File: config.mk
export PLATFORM = sky130hd
export DESIGN_NAME = date_serial_day_converter
export DESIGN_NICKNAME = d
export VERILOG_FILES = /design/src/sv/dsdc_pkg.sv /design/src/sv/date_serial_day_converter.sv
export VERILOG_INCLUDE_DIRS = /design/src /design/src/sv
export SDC_FILE = /design/constraint.sdc
export NUM_CORES = 1
export LEC_CHECK = 0
export ABC_AREA = 1
export BUFFER_PORTS_ARGS = -buffer_cell sky130_fd_sc_hd__buf_2
export CAP_MARGIN = 20
export CORE_MARGIN = 1
export CORE_UTILIZATION = 30
export CTS_CLUSTER_SIZE = 40
export DETAILED_ROUTE_END_ITERATION = 12
export PLACE_DENSITY = 0.45
export SLEW_MARGIN = 25
export SYNTH_ARGS = -nofsm -noshare
export SYNTH_HDL_FRONTEND = slang
export SYNTH_SLANG_ARGS = --single-unit
File: constraint.sdc
create_clock -name clk -period 6.2 [get_ports clk]
set_clock_uncertainty 0.2 [all_clocks]
set_input_delay 1.24 -clock clk [delete_from_list [all_inputs] [get_ports clk]]
set_output_delay 1.24 -clock clk [all_outputs]
set_load 0.01 [all_outputs]
File: src/sv/assert_macros.svh
// Assertion helpers shared by the RTL.
// Each helper checks on the rising edge of clk and is off while rst_n is low.
`ifndef ASSERT_MACROS_SVH
`define ASSERT_MACROS_SVH

// Consequent holds in the same cycle as the antecedent.
`define ASSERT_SAME(label, ante, cons, msg) \
  label: assert property (@(posedge clk) disable iff (!rst_n) (ante) |-> (cons)) \
    else $error(msg);

// Consequent holds in the cycle after the antecedent.
`define ASSERT_NEXT(label, ante, cons, msg) \
  label: assert property (@(posedge clk) disable iff (!rst_n) (ante) |=> (cons)) \
    else $error(msg);

`endif

File: src/sv/dsdc_pkg.sv
// ----------------------------------------------------------------------------
// dsdc_pkg
// Types, constants and calendar tables for the date / serial day converter.
// ----------------------------------------------------------------------------
`default_nettype none

package dsdc_pkg;

  localparam int unsigned MAX_YEAR_DEF = 9999;

  localparam int unsigned SER_W  = 22;
  localparam int unsigned YEAR_W = 14;
  localparam int unsigned MON_W  = 4;
  localparam int unsigned DAY_W  = 5;
  localparam int unsigned REM_W  = 22;
  localparam int unsigned ACC_W  = 23;
  localparam int unsigned DOY_W  = 9;
  localparam int unsigned CNT_W  = 6;
  localparam int unsigned STEP_W = 3;

  localparam logic [SER_W-1:0]  SERIAL_MIN = SER_W'(620549);
  localparam logic [SER_W-1:0]  SERIAL_OFS = SER_W'(2);
  localparam logic [15:0]       BASE_YEAR  = 16'd1700;
  localparam logic [MON_W-1:0]  MONTH_JAN  = MON_W'(1);
  localparam logic [MON_W-1:0]  MONTH_FEB  = MON_W'(2);
  localparam logic [MON_W-1:0]  MONTH_DEC  = MON_W'(12);
  localparam logic [DOY_W-1:0]  DAY_LAST   = DOY_W'(31);

  localparam logic ACT_TO_SERIAL = 1'b0;
  localparam logic ACT_TO_DATE   = 1'b1;

  typedef enum logic [2:0] {
    ST_IDLE,
    ST_DIV,
    ST_FIN,
    ST_YEAR,
    ST_MONTH,
    ST_DONE
  } state_t;

  // Chunk sizes: 400, 100, 4 and 1 years
  typedef enum logic [1:0] {
    PH_400,
    PH_100,
    PH_4,
    PH_1
  } phase_t;

  // Index of the first (largest) shift tried in each chunk phase.
  function automatic logic [STEP_W-1:0] phase_last(phase_t ph);
    logic [STEP_W-1:0] k;
    unique case (ph)
      PH_400:  k = STEP_W'(5);
      PH_100:  k = STEP_W'(1);
      PH_4:    k = STEP_W'(4);
      PH_1:    k = STEP_W'(1);
      default: k = '0;
    endcase
    return k;
  endfunction

  // Days in one chunk of each size.
  function automatic logic [ACC_W-1:0] chunk_days(phase_t ph);
    logic [ACC_W-1:0] v;
    unique case (ph)
      PH_400:  v = ACC_W'(146097);
      PH_100:  v = ACC_W'(36524);
      PH_4:    v = ACC_W'(1461);
      PH_1:    v = ACC_W'(365);
      default: v = '0;
    endcase
    return v;
  endfunction

  function automatic logic [ACC_W-1:0] chunk_years(phase_t ph);
    logic [ACC_W-1:0] v;
    unique case (ph)
      PH_400:  v = ACC_W'(400);
      PH_100:  v = ACC_W'(100);
      PH_4:    v = ACC_W'(4);
      PH_1:    v = ACC_W'(1);
      default: v = '0;
    endcase
    return v;
  endfunction

  // Divisor, shifted to the first step: years when going to serial, days otherwise.
  function automatic logic [ACC_W-1:0] div_init(logic act, phase_t ph);
    logic [ACC_W-1:0] v;
    v = (act == ACT_TO_DATE) ? chunk_days(ph) : chunk_years(ph);
    return v << phase_last(ph);
  endfunction

  // Weight accumulated per chunk taken: days when going to serial, years otherwise.
  function automatic logic [ACC_W-1:0] wt_init(logic act, phase_t ph);
    logic [ACC_W-1:0] v;
    v = (act == ACT_TO_DATE) ? chunk_years(ph) : chunk_days(ph);
    return v << phase_last(ph);
  endfunction

  function automatic logic [DOY_W-1:0] days_before_month(logic [MON_W-1:0] m);
    logic [DOY_W-1:0] v;
    unique case (m)
      4'd1:    v = DOY_W'(0);
      4'd2:    v = DOY_W'(31);
      4'd3:    v = DOY_W'(59);
      4'd4:    v = DOY_W'(90);
      4'd5:    v = DOY_W'(120);
      4'd6:    v = DOY_W'(151);
      4'd7:    v = DOY_W'(181);
      4'd8:    v = DOY_W'(212);
      4'd9:    v = DOY_W'(243);
      4'd10:   v = DOY_W'(273);
      4'd11:   v = DOY_W'(304);
      4'd12:   v = DOY_W'(334);
      default: v = '0;
    endcase
    return v;
  endfunction

  function automatic logic [DOY_W-1:0] month_len(logic [MON_W-1:0] m, logic leap);
    logic [DOY_W-1:0] v;
    unique case (m)
      4'd2:                    v = leap ? DOY_W'(29) : DOY_W'(28);
      4'd4, 4'd6, 4'd9, 4'd11: v = DOY_W'(30);
      default:                 v = DOY_W'(31);
    endcase
    return v;
  endfunction

endpackage

`default_nettype wire

File: src/sv/date_serial_day_converter.sv
// Sequence from accept to strobe: date to serial runs the year split (ST_DIV), then
//   ST_FIN; serial to date runs the year split, ST_YEAR and the month walk (ST_MONTH).
// Throughput: busy stays high until the strobe cycle, so a new item can be
//   taken the cycle after it; one shared compare/subtract unit sets the pace.
// The strobe is one cycle wide and cannot be stalled.
// Reset (rst_n low, synchronous) returns the sequencer to idle.
`default_nettype none

module date_serial_day_converter #(
  parameter int unsigned MAX_YEAR = dsdc_pkg::MAX_YEAR_DEF
) (
  input  wire logic                         clk,
  input  wire logic                         rst_n,
  input  wire logic                         start,
  output logic                              busy,
  input  wire logic                         in_action,
  input  wire logic [dsdc_pkg::YEAR_W-1:0]  in_year,
  input  wire logic [dsdc_pkg::MON_W-1:0]   in_month,
  input  wire logic [dsdc_pkg::DAY_W-1:0]   in_day,
  input  wire logic [dsdc_pkg::SER_W-1:0]   in_serial,
  output logic                              out_valid,
  output logic [dsdc_pkg::SER_W-1:0]        out_serial,
  output logic [dsdc_pkg::YEAR_W-1:0]       out_year,
  output logic [dsdc_pkg::MON_W-1:0]        out_month,
  output logic [dsdc_pkg::DAY_W-1:0]        out_day
);
  import dsdc_pkg::*;
  `include "assert_macros.svh"

  localparam logic [15:0]      MaxYear16  = 16'(MAX_YEAR);
  localparam logic [ACC_W-1:0] MaxYearAcc = ACC_W'(MAX_YEAR);

  state_t              state_r,  state_nxt;
  phase_t              phase_r,  phase_nxt;
  logic                act_r,    act_nxt;
  logic [REM_W-1:0]    rem_r,    rem_nxt;
  logic [ACC_W-1:0]    div_r,    div_nxt;
  logic [ACC_W-1:0]    wt_r,     wt_nxt;
  logic [ACC_W-1:0]    acc_r,    acc_nxt;
  logic [CNT_W-1:0]    cnt_r,    cnt_nxt;
  logic [STEP_W-1:0]   k_r,      k_nxt;
  logic [1:0]          b_r,      b_nxt;
  logic [4:0]          c_r,      c_nxt;
  logic                leap_r,   leap_nxt;
  logic [SER_W-1:0]    ser_r,    ser_nxt;
  logic [YEAR_W-1:0]   yr_r,     yr_nxt;
  logic [MON_W-1:0]    mon_r,    mon_nxt;
  logic [DOY_W-1:0]    doy_r,    doy_nxt;

  logic [15:0]         year_c;
  logic [SER_W-1:0]    ser_c;
  logic                ge;
  phase_t              phase_next;
  logic [ACC_W-1:0]    sum;
  logic [ACC_W-1:0]    year_full;
  logic [DOY_W-1:0]    mlen;

  always_ff @(posedge clk) begin
    if (!rst_n) begin
      state_r <= ST_IDLE;
    end else begin
      state_r <= state_nxt;
    end
  end

  always_ff @(posedge clk) begin
    phase_r <= phase_nxt;
    act_r   <= act_nxt;
    rem_r   <= rem_nxt;
    div_r   <= div_nxt;
    wt_r    <= wt_nxt;
    acc_r   <= acc_nxt;
    cnt_r   <= cnt_nxt;
    k_r     <= k_nxt;
    b_r     <= b_nxt;
    c_r     <= c_nxt;
    leap_r  <= leap_nxt;
    ser_r   <= ser_nxt;
    yr_r    <= yr_nxt;
    mon_r   <= mon_nxt;
    doy_r   <= doy_nxt;
  end

  always_comb begin
    state_nxt = state_r;
    phase_nxt = phase_r;
    act_nxt   = act_r;
    rem_nxt   = rem_r;
    div_nxt   = div_r;
    wt_nxt    = wt_r;
    acc_nxt   = acc_r;
    cnt_nxt   = cnt_r;
    k_nxt     = k_r;
    b_nxt     = b_r;
    c_nxt     = c_r;
    leap_nxt  = leap_r;
    ser_nxt   = ser_r;
    yr_nxt    = yr_r;
    mon_nxt   = mon_r;
    doy_nxt   = doy_r;

    // clamp the year and month into the supported range and the serial to its minimum
    year_c = {2'b00, in_year};
    if (year_c < BASE_YEAR) begin
      year_c = BASE_YEAR;
    end
    if (year_c > MaxYear16) begin
      year_c = MaxYear16;
    end
    ser_c = (in_serial < SERIAL_MIN) ? SERIAL_MIN : in_serial;

    ge         = {1'b0, rem_r} >= div_r;
    phase_next = phase_r;
    unique case (phase_r)
      PH_400:  phase_next = PH_100;
      PH_100:  phase_next = PH_4;
      PH_4:    phase_next = PH_1;
      PH_1:    phase_next = PH_1;
      default: phase_next = PH_400;
    endcase

    sum = acc_r + ACC_W'(days_before_month(mon_r))
        + ACC_W'(leap_r && (mon_r > MONTH_FEB)) + ACC_W'(doy_r) + ACC_W'(1);
    year_full = acc_r + ACC_W'(1);
    mlen      = month_len(mon_r, leap_r);

    unique case (state_r)
      ST_IDLE: begin
        if (start) begin
          act_nxt   = in_action;
          phase_nxt = PH_400;
          div_nxt   = div_init(in_action, PH_400);
          wt_nxt    = wt_init(in_action, PH_400);
          k_nxt     = phase_last(PH_400);
          acc_nxt   = '0;
          cnt_nxt   = '0;
          state_nxt = ST_DIV;
          if (in_action == ACT_TO_DATE) begin
            ser_nxt = ser_c;
            rem_nxt = ser_c - SERIAL_OFS;
          end else begin
            yr_nxt  = year_c[YEAR_W-1:0];
            rem_nxt = REM_W'(year_c) - REM_W'(1);
            mon_nxt = (in_month < MONTH_JAN) ? MONTH_JAN :
                      (in_month > MONTH_DEC) ? MONTH_DEC : in_month;
            doy_nxt = DOY_W'(in_day);
          end
        end
      end
      ST_DIV: begin
        // one restoring step: take the shifted chunk if it fits
        if (ge) begin
          rem_nxt = rem_r - div_r[REM_W-1:0];
          acc_nxt = acc_r + wt_r;
        end
        cnt_nxt = {cnt_r[CNT_W-2:0], ge};
        div_nxt = div_r >> 1;
        wt_nxt  = wt_r >> 1;
        k_nxt   = k_r - STEP_W'(1);
        if (k_r == '0) begin
          unique case (phase_r)
            PH_100:  b_nxt = cnt_nxt[1:0];
            PH_4:    c_nxt = cnt_nxt[4:0];
            PH_1:    leap_nxt = (cnt_nxt[1:0] == 2'd3) && ((c_r != 5'd24) || (b_r == 2'd3));
            default: ;
          endcase
          if (phase_r == PH_1) begin
            state_nxt = (act_r == ACT_TO_DATE) ? ST_YEAR : ST_FIN;
          end else begin
            phase_nxt = phase_next;
            div_nxt   = div_init(act_r, phase_next);
            wt_nxt    = wt_init(act_r, phase_next);
            k_nxt     = phase_last(phase_next);
            cnt_nxt   = '0;
          end
        end
      end
      ST_FIN: begin
        ser_nxt   = sum[SER_W-1:0];
        state_nxt = ST_DONE;
      end
      ST_YEAR: begin
        if (year_full > MaxYearAcc) begin
          // past the last year: pin to its final day
          yr_nxt    = YEAR_W'(MAX_YEAR);
          mon_nxt   = MONTH_DEC;
          doy_nxt   = DAY_LAST;
          state_nxt = ST_DONE;
        end else begin
          yr_nxt    = year_full[YEAR_W-1:0];
          mon_nxt   = MONTH_JAN;
          doy_nxt   = DOY_W'(rem_r) + DOY_W'(1);
          state_nxt = ST_MONTH;
        end
      end
      ST_MONTH: begin
        if ((mon_r < MONTH_DEC) && (doy_r > mlen)) begin
          doy_nxt = doy_r - mlen;
          mon_nxt = mon_r + MON_W'(1);
        end else begin
          state_nxt = ST_DONE;
        end
      end
      ST_DONE: begin
        state_nxt = ST_IDLE;
      end
      default: begin
        state_nxt = ST_IDLE;
      end
    endcase
  end

  assign busy       = (state_r != ST_IDLE);
  assign out_valid  = (state_r == ST_DONE);
  assign out_serial = ser_r;
  assign out_year   = yr_r;
  assign out_month  = mon_r;
  assign out_day    = doy_r[DAY_W-1:0];

  `ASSERT_NEXT(a_accept_busy, start && !busy, busy, "accepted beat did not raise busy")
  `ASSERT_NEXT(a_strobe_once, out_valid, !out_valid && !busy, "result strobe not single")
  `ASSERT_SAME(a_month_walk, state_r == ST_MONTH,
               (mon_r >= MONTH_JAN) && (mon_r <= MONTH_DEC) && (doy_r != '0),
               "month walk out of range")
  `ASSERT_SAME(a_date_day, out_valid && act_r == ACT_TO_DATE,
               (out_day != '0) && (out_month >= MONTH_JAN) && (out_month <= MONTH_DEC),
               "converted date out of range")

endmodule

`default_nettype wire
# After elaboration in Yosys (flattened, before gate mapping)
# Memory sizes are Yosys's and may differ from the RTL's. A register that Yosys moved wholly into a read port is not among the register bits.
# Index checks and enable logic that the tools add are counted.
[word_totals] reg_bits=161 latch_bits=0 ram_bits=0 mem_bits_ro=144 input_bits=49 mem_count=1
[mem_list] memory="(no name shown)" depth=16 width=9 rd=1 rd_clocked_by_memory_dff=1 wr=0 line="dsdc_pkg.sv:103" source="unique case (m)"
[classes] n_addsub=13 n_mul=0 n_div=0 order_cmp=10 eq_ne=28 n_shift=4 n_mux=81 n_bitwise=0 reduce_logical=27
[ops] operator="2-to-1 mux 23 bit" count=22
[ops] operator="one-hot mux 23 bit (4 select lines)" count=2
[ops] operator="one-hot mux 23 bit (2 select lines)" count=3
[ops] operator="2-to-1 mux 22 bit" count=6
[ops] operator="<< shifter 23 x 3 -> 23 bit" count=4
[ops] operator="one-hot mux 22 bit (2 select lines)" count=2
[ops] operator="2-to-1 mux 14 bit" count=5
[ops] operator="adder 22 x 9 -> 22 bit" count=2
[ops] operator="2-to-1 mux 4 bit" count=10
[ops] operator="2-to-1 mux 9 bit" count=4
[ops] operator="2-to-1 mux 3 bit" count=11
[ops] operator="one-hot mux 14 bit (2 select lines)" count=1
[ops] operator="one-hot mux 9 bit (3 select lines)" count=1
[ops] operator="adder 23 x 1 -> 23 bit (second input constant)" count=1
[ops] operator="adder 23 bit" count=1
[ops] operator=">= comparator 22 x 23 -> 1 bit" count=1
[ops] operator="greater-than comparator 23 x 14 -> 1 bit (second input constant)" count=1
[ops] operator="adder 22 x 1 -> 22 bit" count=1
[ops] operator="adder 22 x 1 -> 22 bit (second input constant)" count=1
[ops] operator="less-than comparator 22 x 20 -> 1 bit (second input constant)" count=1
[ops] operator="subtractor 22 x 2 -> 22 bit (second input constant)" count=1
[ops] operator="subtractor 22 bit" count=1
[ops] operator="!= test 2 bit (second input constant)" count=9
[ops] operator="AND reduction 3 bit" count=6
[ops] operator="other kinds (40)" count=66

# Logic depth before layout (Yosys ltp)
[logic_depth] ltp_word=13 ltp_mapped=24

# Worst setup path before layout
# OpenSTA, ideal clock, no wires.
[synth_timing] path_kind="register to register" start="reg rem_r[2]" end="reg acc_r[0], enable pin" setup_time_ps=447 arrival_ps=3973 t_required_ps=5553 path_slack_ps=1579 stages_incl_launch_ff=17 n_path_buf=0 synth_period_minus_slack_ps=4621 cell_sequence="edfxtp_1 ha_1 nand2_1 o21ai_0 nand2_1 nand2_1 a21o_1 nand3_1 nand2_1 nand3_1 nand2_1 nand2_1 nand2_1 nand2_1 o21ai_0 nor2_1 nor2_1"
[synth_via] elab_chain_cells=3
[synth_lines] item="start, declared" line="date_serial_day_converter.sv:36" source="logic [REM_W-1:0] rem_r, rem_nxt;"
[synth_lines] item="start signal, assigned" line="date_serial_day_converter.sv:69" source="rem_r <= rem_nxt;"
[synth_lines] item=">= comparator 22 x 23 -> 1 bit" line="date_serial_day_converter.sv:112" source="ge = {1'b0, rem_r} >= div_r;"
[synth_lines] item="net ge" line="date_serial_day_converter.sv:52" source="logic ge;"
[synth_lines] item="!= test 2 bit (no source line)"
[synth_lines] item="AND reduction 3 bit (no source line)"
[synth_lines] item="end signal, assigned" line="date_serial_day_converter.sv:72" source="acc_r <= acc_nxt;"
[synth_lines] item="end, declared" line="date_serial_day_converter.sv:39" source="logic [ACC_W-1:0] acc_r, acc_nxt;"
# The timed path passes the listed nets, and every way through them passes these cells.
# A chain may end at the register's enable or synchronous reset.

# Final worst setup path
[layout_timing] start="reg rem_r[2]" end="reg rem_r[15], enable pin"
[layout_via] elab_chain_cells=3
[layout_lines] item=">= comparator 22 x 23 -> 1 bit" line="date_serial_day_converter.sv:112"
[layout_lines] item="net ge" line="date_serial_day_converter.sv:52"
[layout_lines] item="!= test 2 bit (no source line)"
[layout_lines] item="AND reduction 3 bit (no source line)"
# The timed path passes the listed nets, and every way through them passes these cells.

==> metrics.md <==
| Metric | Value |
|---|---|
| PortBufs | `95` |
| RSZ-0062 raised after global routing | `false` |
| Pins Over Slew Limit | `0` |
| Htree depth | `4` |
| PwrDens | `491 nW/um2` |
| Hold_buf cts | `0` |
| Initial core utilization | `30.4%` |
| Total power | `7.08 mW` |
| Finished Cell Area | `14400 um2` |
| Worst slew pin tran | `969 ps` |
| Area after DPL | `13800 um2` |
| Antenna Nets Post-Route | `0` |
| WP data arrival | `4140 ps` |
| Hold depth | `0` |
| Top-level port count | `96` |
| Post-Layout Cell Count | `2267` |
| Mapped Cells | `1627` |
| Post_cts resized | `0` |
| Crit path launch type | `register` |
| Status | `completed` |
| CP Capture Type | `register` |
| CTS max path bufs | `2` |
| Synthesized Nets | `1769` |
| DIE WIDTH | `208 um` |
| Total gr overflow | `0` |
| Data required time at the worst endpoint | `6130 ps` |
| Max-Cap Viols | `0` |
| GP Congestion | `0.922` |
| Placed insts | `2235` |
| Share of cells above drive strength 1 | `11.5%` |
| Wire per inst | `19.2 um` |
| Setup total negative slack | `0 ps` |
| Number of enable flip-flop cells after synthesis | `158` |
| CTS Sinks | `170` |
| Worst vdd ir | `0.000183 V` |
| Num CTS Buffers | `17` |
| Mapped Area | `12700 um2` |
| Post-synth top flop | `edfxtp_1` |
| Fmax achieved | `237 MHz` |
| Setup violators final | `0` |
| Crit share post-route | `68.0%` |
| Synth Warn # | `0` |
| Total GRT Usage | `20.4%` |
| Row count | `75` |
| Die height | `208 um` |
| Area of the core | `41900 um2` |
| Initial antenna violation count | `0` |
| Final Critical Period | `4220 ps` |
| Most frequent cells in the layout | `406 x nand2_1, 204 x inv_1, 165 x nor2_1, 158 x edfxtp_1, 115 x o21ai_0` |
| DP HPWL | `35.3 mm` |
| Synth-to-layout area growth | `13.2%` |
| HP Class | `reg2reg` |
| Post-CTS Setup Bufs | `0` |
| Detailed Route WL | `43.6 mm` |
| Die area | `43300 um2` |
| Worst rel slew slack | `34.8%` |
| DRC Markers | `0` |
| Final Hold Vio Count | `0` |
| Vias in the first global route | `10800` |
| Min-delay src | `cnt_r[3]` |
| Hold path endpoint | `c_r[4]` |
| Commonest non-fill, non-tap cell in the layout | `nand2_1` |
| Final nets | `1857` |
| Drt pass-1 iters | `5` |
| Flop and latch count out of synthesis | `170` |
| CTS clk-pin slew, worst paths | `80 ps` |
| Worst r2r src | `rem_r[2]` |
| CTS tree | `built` |
| FF-to-FF End | `rem_r[15]` |
| R2R cell count | `17` |
| Clock Tree Root | `clkbuf_16` |
| Kind of critical path | `reg2reg` |
| P_leak | `6.31 nW` |
| Ant diodes | `0` |
| Unique masters post-synth | `59` |
| Async S/R FF share, synth | `0%` |
| Largest net degree at the start of global routing | `51` |
| Via Count | `11300` |
| Sequential element share of the synthesized area | `39.2%` |
| Synth Area per Inst | `7.82 um2` |
| Clock Latency Late Sink | `470 ps` |
| Worst Path Max Fanout | `24` |
| R2r setup slk | `1980 ps` |
| First-pass GRT wire length | `66.2 mm` |
| Via-per-instance ratio | `5.00` |
| Initial DRC Count | `964` |
[sequential cells by signal, summed over array words and instances (netlist names), 2 cells and up, named ones only]
| name | flops |
|---|---|
| acc_r | 23 |
| rem_r | 22 |
| wt_r | 23 |
| b_r | 2 |
| div_r | 23 |
| out_serial | 22 |
| k_r | 3 |
| phase_r | 2 |
| c_r | 5 |
| out_month | 4 |
| state_r | 3 |
| out_year | 14 |
| cnt_r | 4 |
| doy_r | 9 |
[kinds of logic (layout without fill, tap and decap cells)]
logic type                 Yosys count  in the layout  share of synthesized area, %
adders and majority gates           93             93                          9.91
xor gates and xnor gates            45             45                          3.10
buffers and inverters              248            349                          7.65
AOI/OAI and AO/OA                  299            299                          13.2
DFF                                170            170                          39.2
and+or+nand+nor                    772            772                          27.0
[layer usage]
layer | routed length (um) | GRT usage (%) | vias to the layer above
met1 | 21200 | 29.2 | 5253
met3 | 2300 | 3.14 | 64
met2 | 18600 | 30.6 | 332
met4 | 1530 | 8.53 | 0
met5 | 0 | 0 | -
li1 | - | - | 5676
[where the power goes]
group          leakage [nW]  internal [mW]  switching (mW)
sequential             1.64           1.82           0.412
combinational          4.37           1.21            2.50
clock                 0.298          0.611           0.530
total                  6.31           3.63            3.44
[Yosys cell counts, types with 3 or more instances]
cell type	number	share of area [%]
nand2_2	12	0.59
o2111ai_1	5	0.34
nand2_4	3	0.27
nand4_1	23	1.1
nor3_1	15	0.59
nand3_1	93	3.7
a32o_1	5	0.39
o41ai_1	3	0.21
nand3b_1	4	0.24
clkbuf_1	16	0.47
ha_1	80	7.9
xor2_1	31	2.1
nor2_1	167	4.9
o221ai_1	4	0.28
dfxtp_1	12	1.9
fa_1	13	2.0
o22ai_1	13	0.64
inv_2	7	0.21
buf_1	3	0.088
o21ai_1	7	0.28
o211ai_1	8	0.47
nand2_8	3	0.47
o21ai_0	115	4.5
buf_4	8	0.47
nor2_4	6	0.53
a31oi_1	5	0.25
o21bai_1	5	0.29
a21oi_1	109	4.3
xnor2_1	14	0.96
inv_1	205	6.0
o31ai_1	4	0.24
nor2_2	9	0.44
a22oi_1	5	0.29
or2_2	4	0.20
nand2_1	406	12
nand3_2	5	0.39
edfxtp_1	158	37
buf_2	6	0.24
nor4_1	7	0.34
and2_1	3	0.15
[final cells by class]
type,instances,area [um2]
Clock buffer,17,425
Multi-Input combinational cell,1209,6800
Fill cell,4474,27500
Inverter,215,812
Clock inverter,15,180
Sequential cell,170,4980
Timing Repair Buffer,102,532
Tap cell,539,674
[how the worst max path moves through the flow]
stage | slack (ps) | start | depth (start not counted) | end
floorplan | 1580 | rem_r[2] | 16 | acc_r[0]
global placement | 1740 | in_year[13] | 16 | rem_r[8]
detailed placement | 1710 | in_year[13] | 16 | rem_r[8]
CTS | 1940 | rem_r[2] | 17 | rem_r[15]
global route | 1630 | rem_r[2] | 17 | rem_r[12]
finish | 1980 | rem_r[2] | 17 | rem_r[15]
[critical path: stages (launching register included)]
cell      delay (ps)
edfxtp_1         460
ha_1             410
nand2_1           70
o21ai_0          220
nand2_1          110
nand2_1           90
a21o_1           180
nand3_1           80
nand2_1          160
nand3_1           90
nand2_1          100
nand2_1           60
nand2_1           90
nand2_1           50
o21ai_0          260
nor2_1           160
nor2_4           630
buf_4            450
[metrics by stage]
| step | util, % | setup slack (ps) | hold slack, ps |
|---|---|---|---|
| detailed placement | 32.9 | 1710 | 205 |
| global route | 34.4 | 1630 | 229 |
| CTS | 34.4 | 1940 | 217 |
| floorplan | - | 1580 | 200 |
| finish | 34.4 | 1980 | 213 |
| global placement | 32.9 | 1740 | 204 |
No activity file was read; power rests on OpenSTA's default activity.
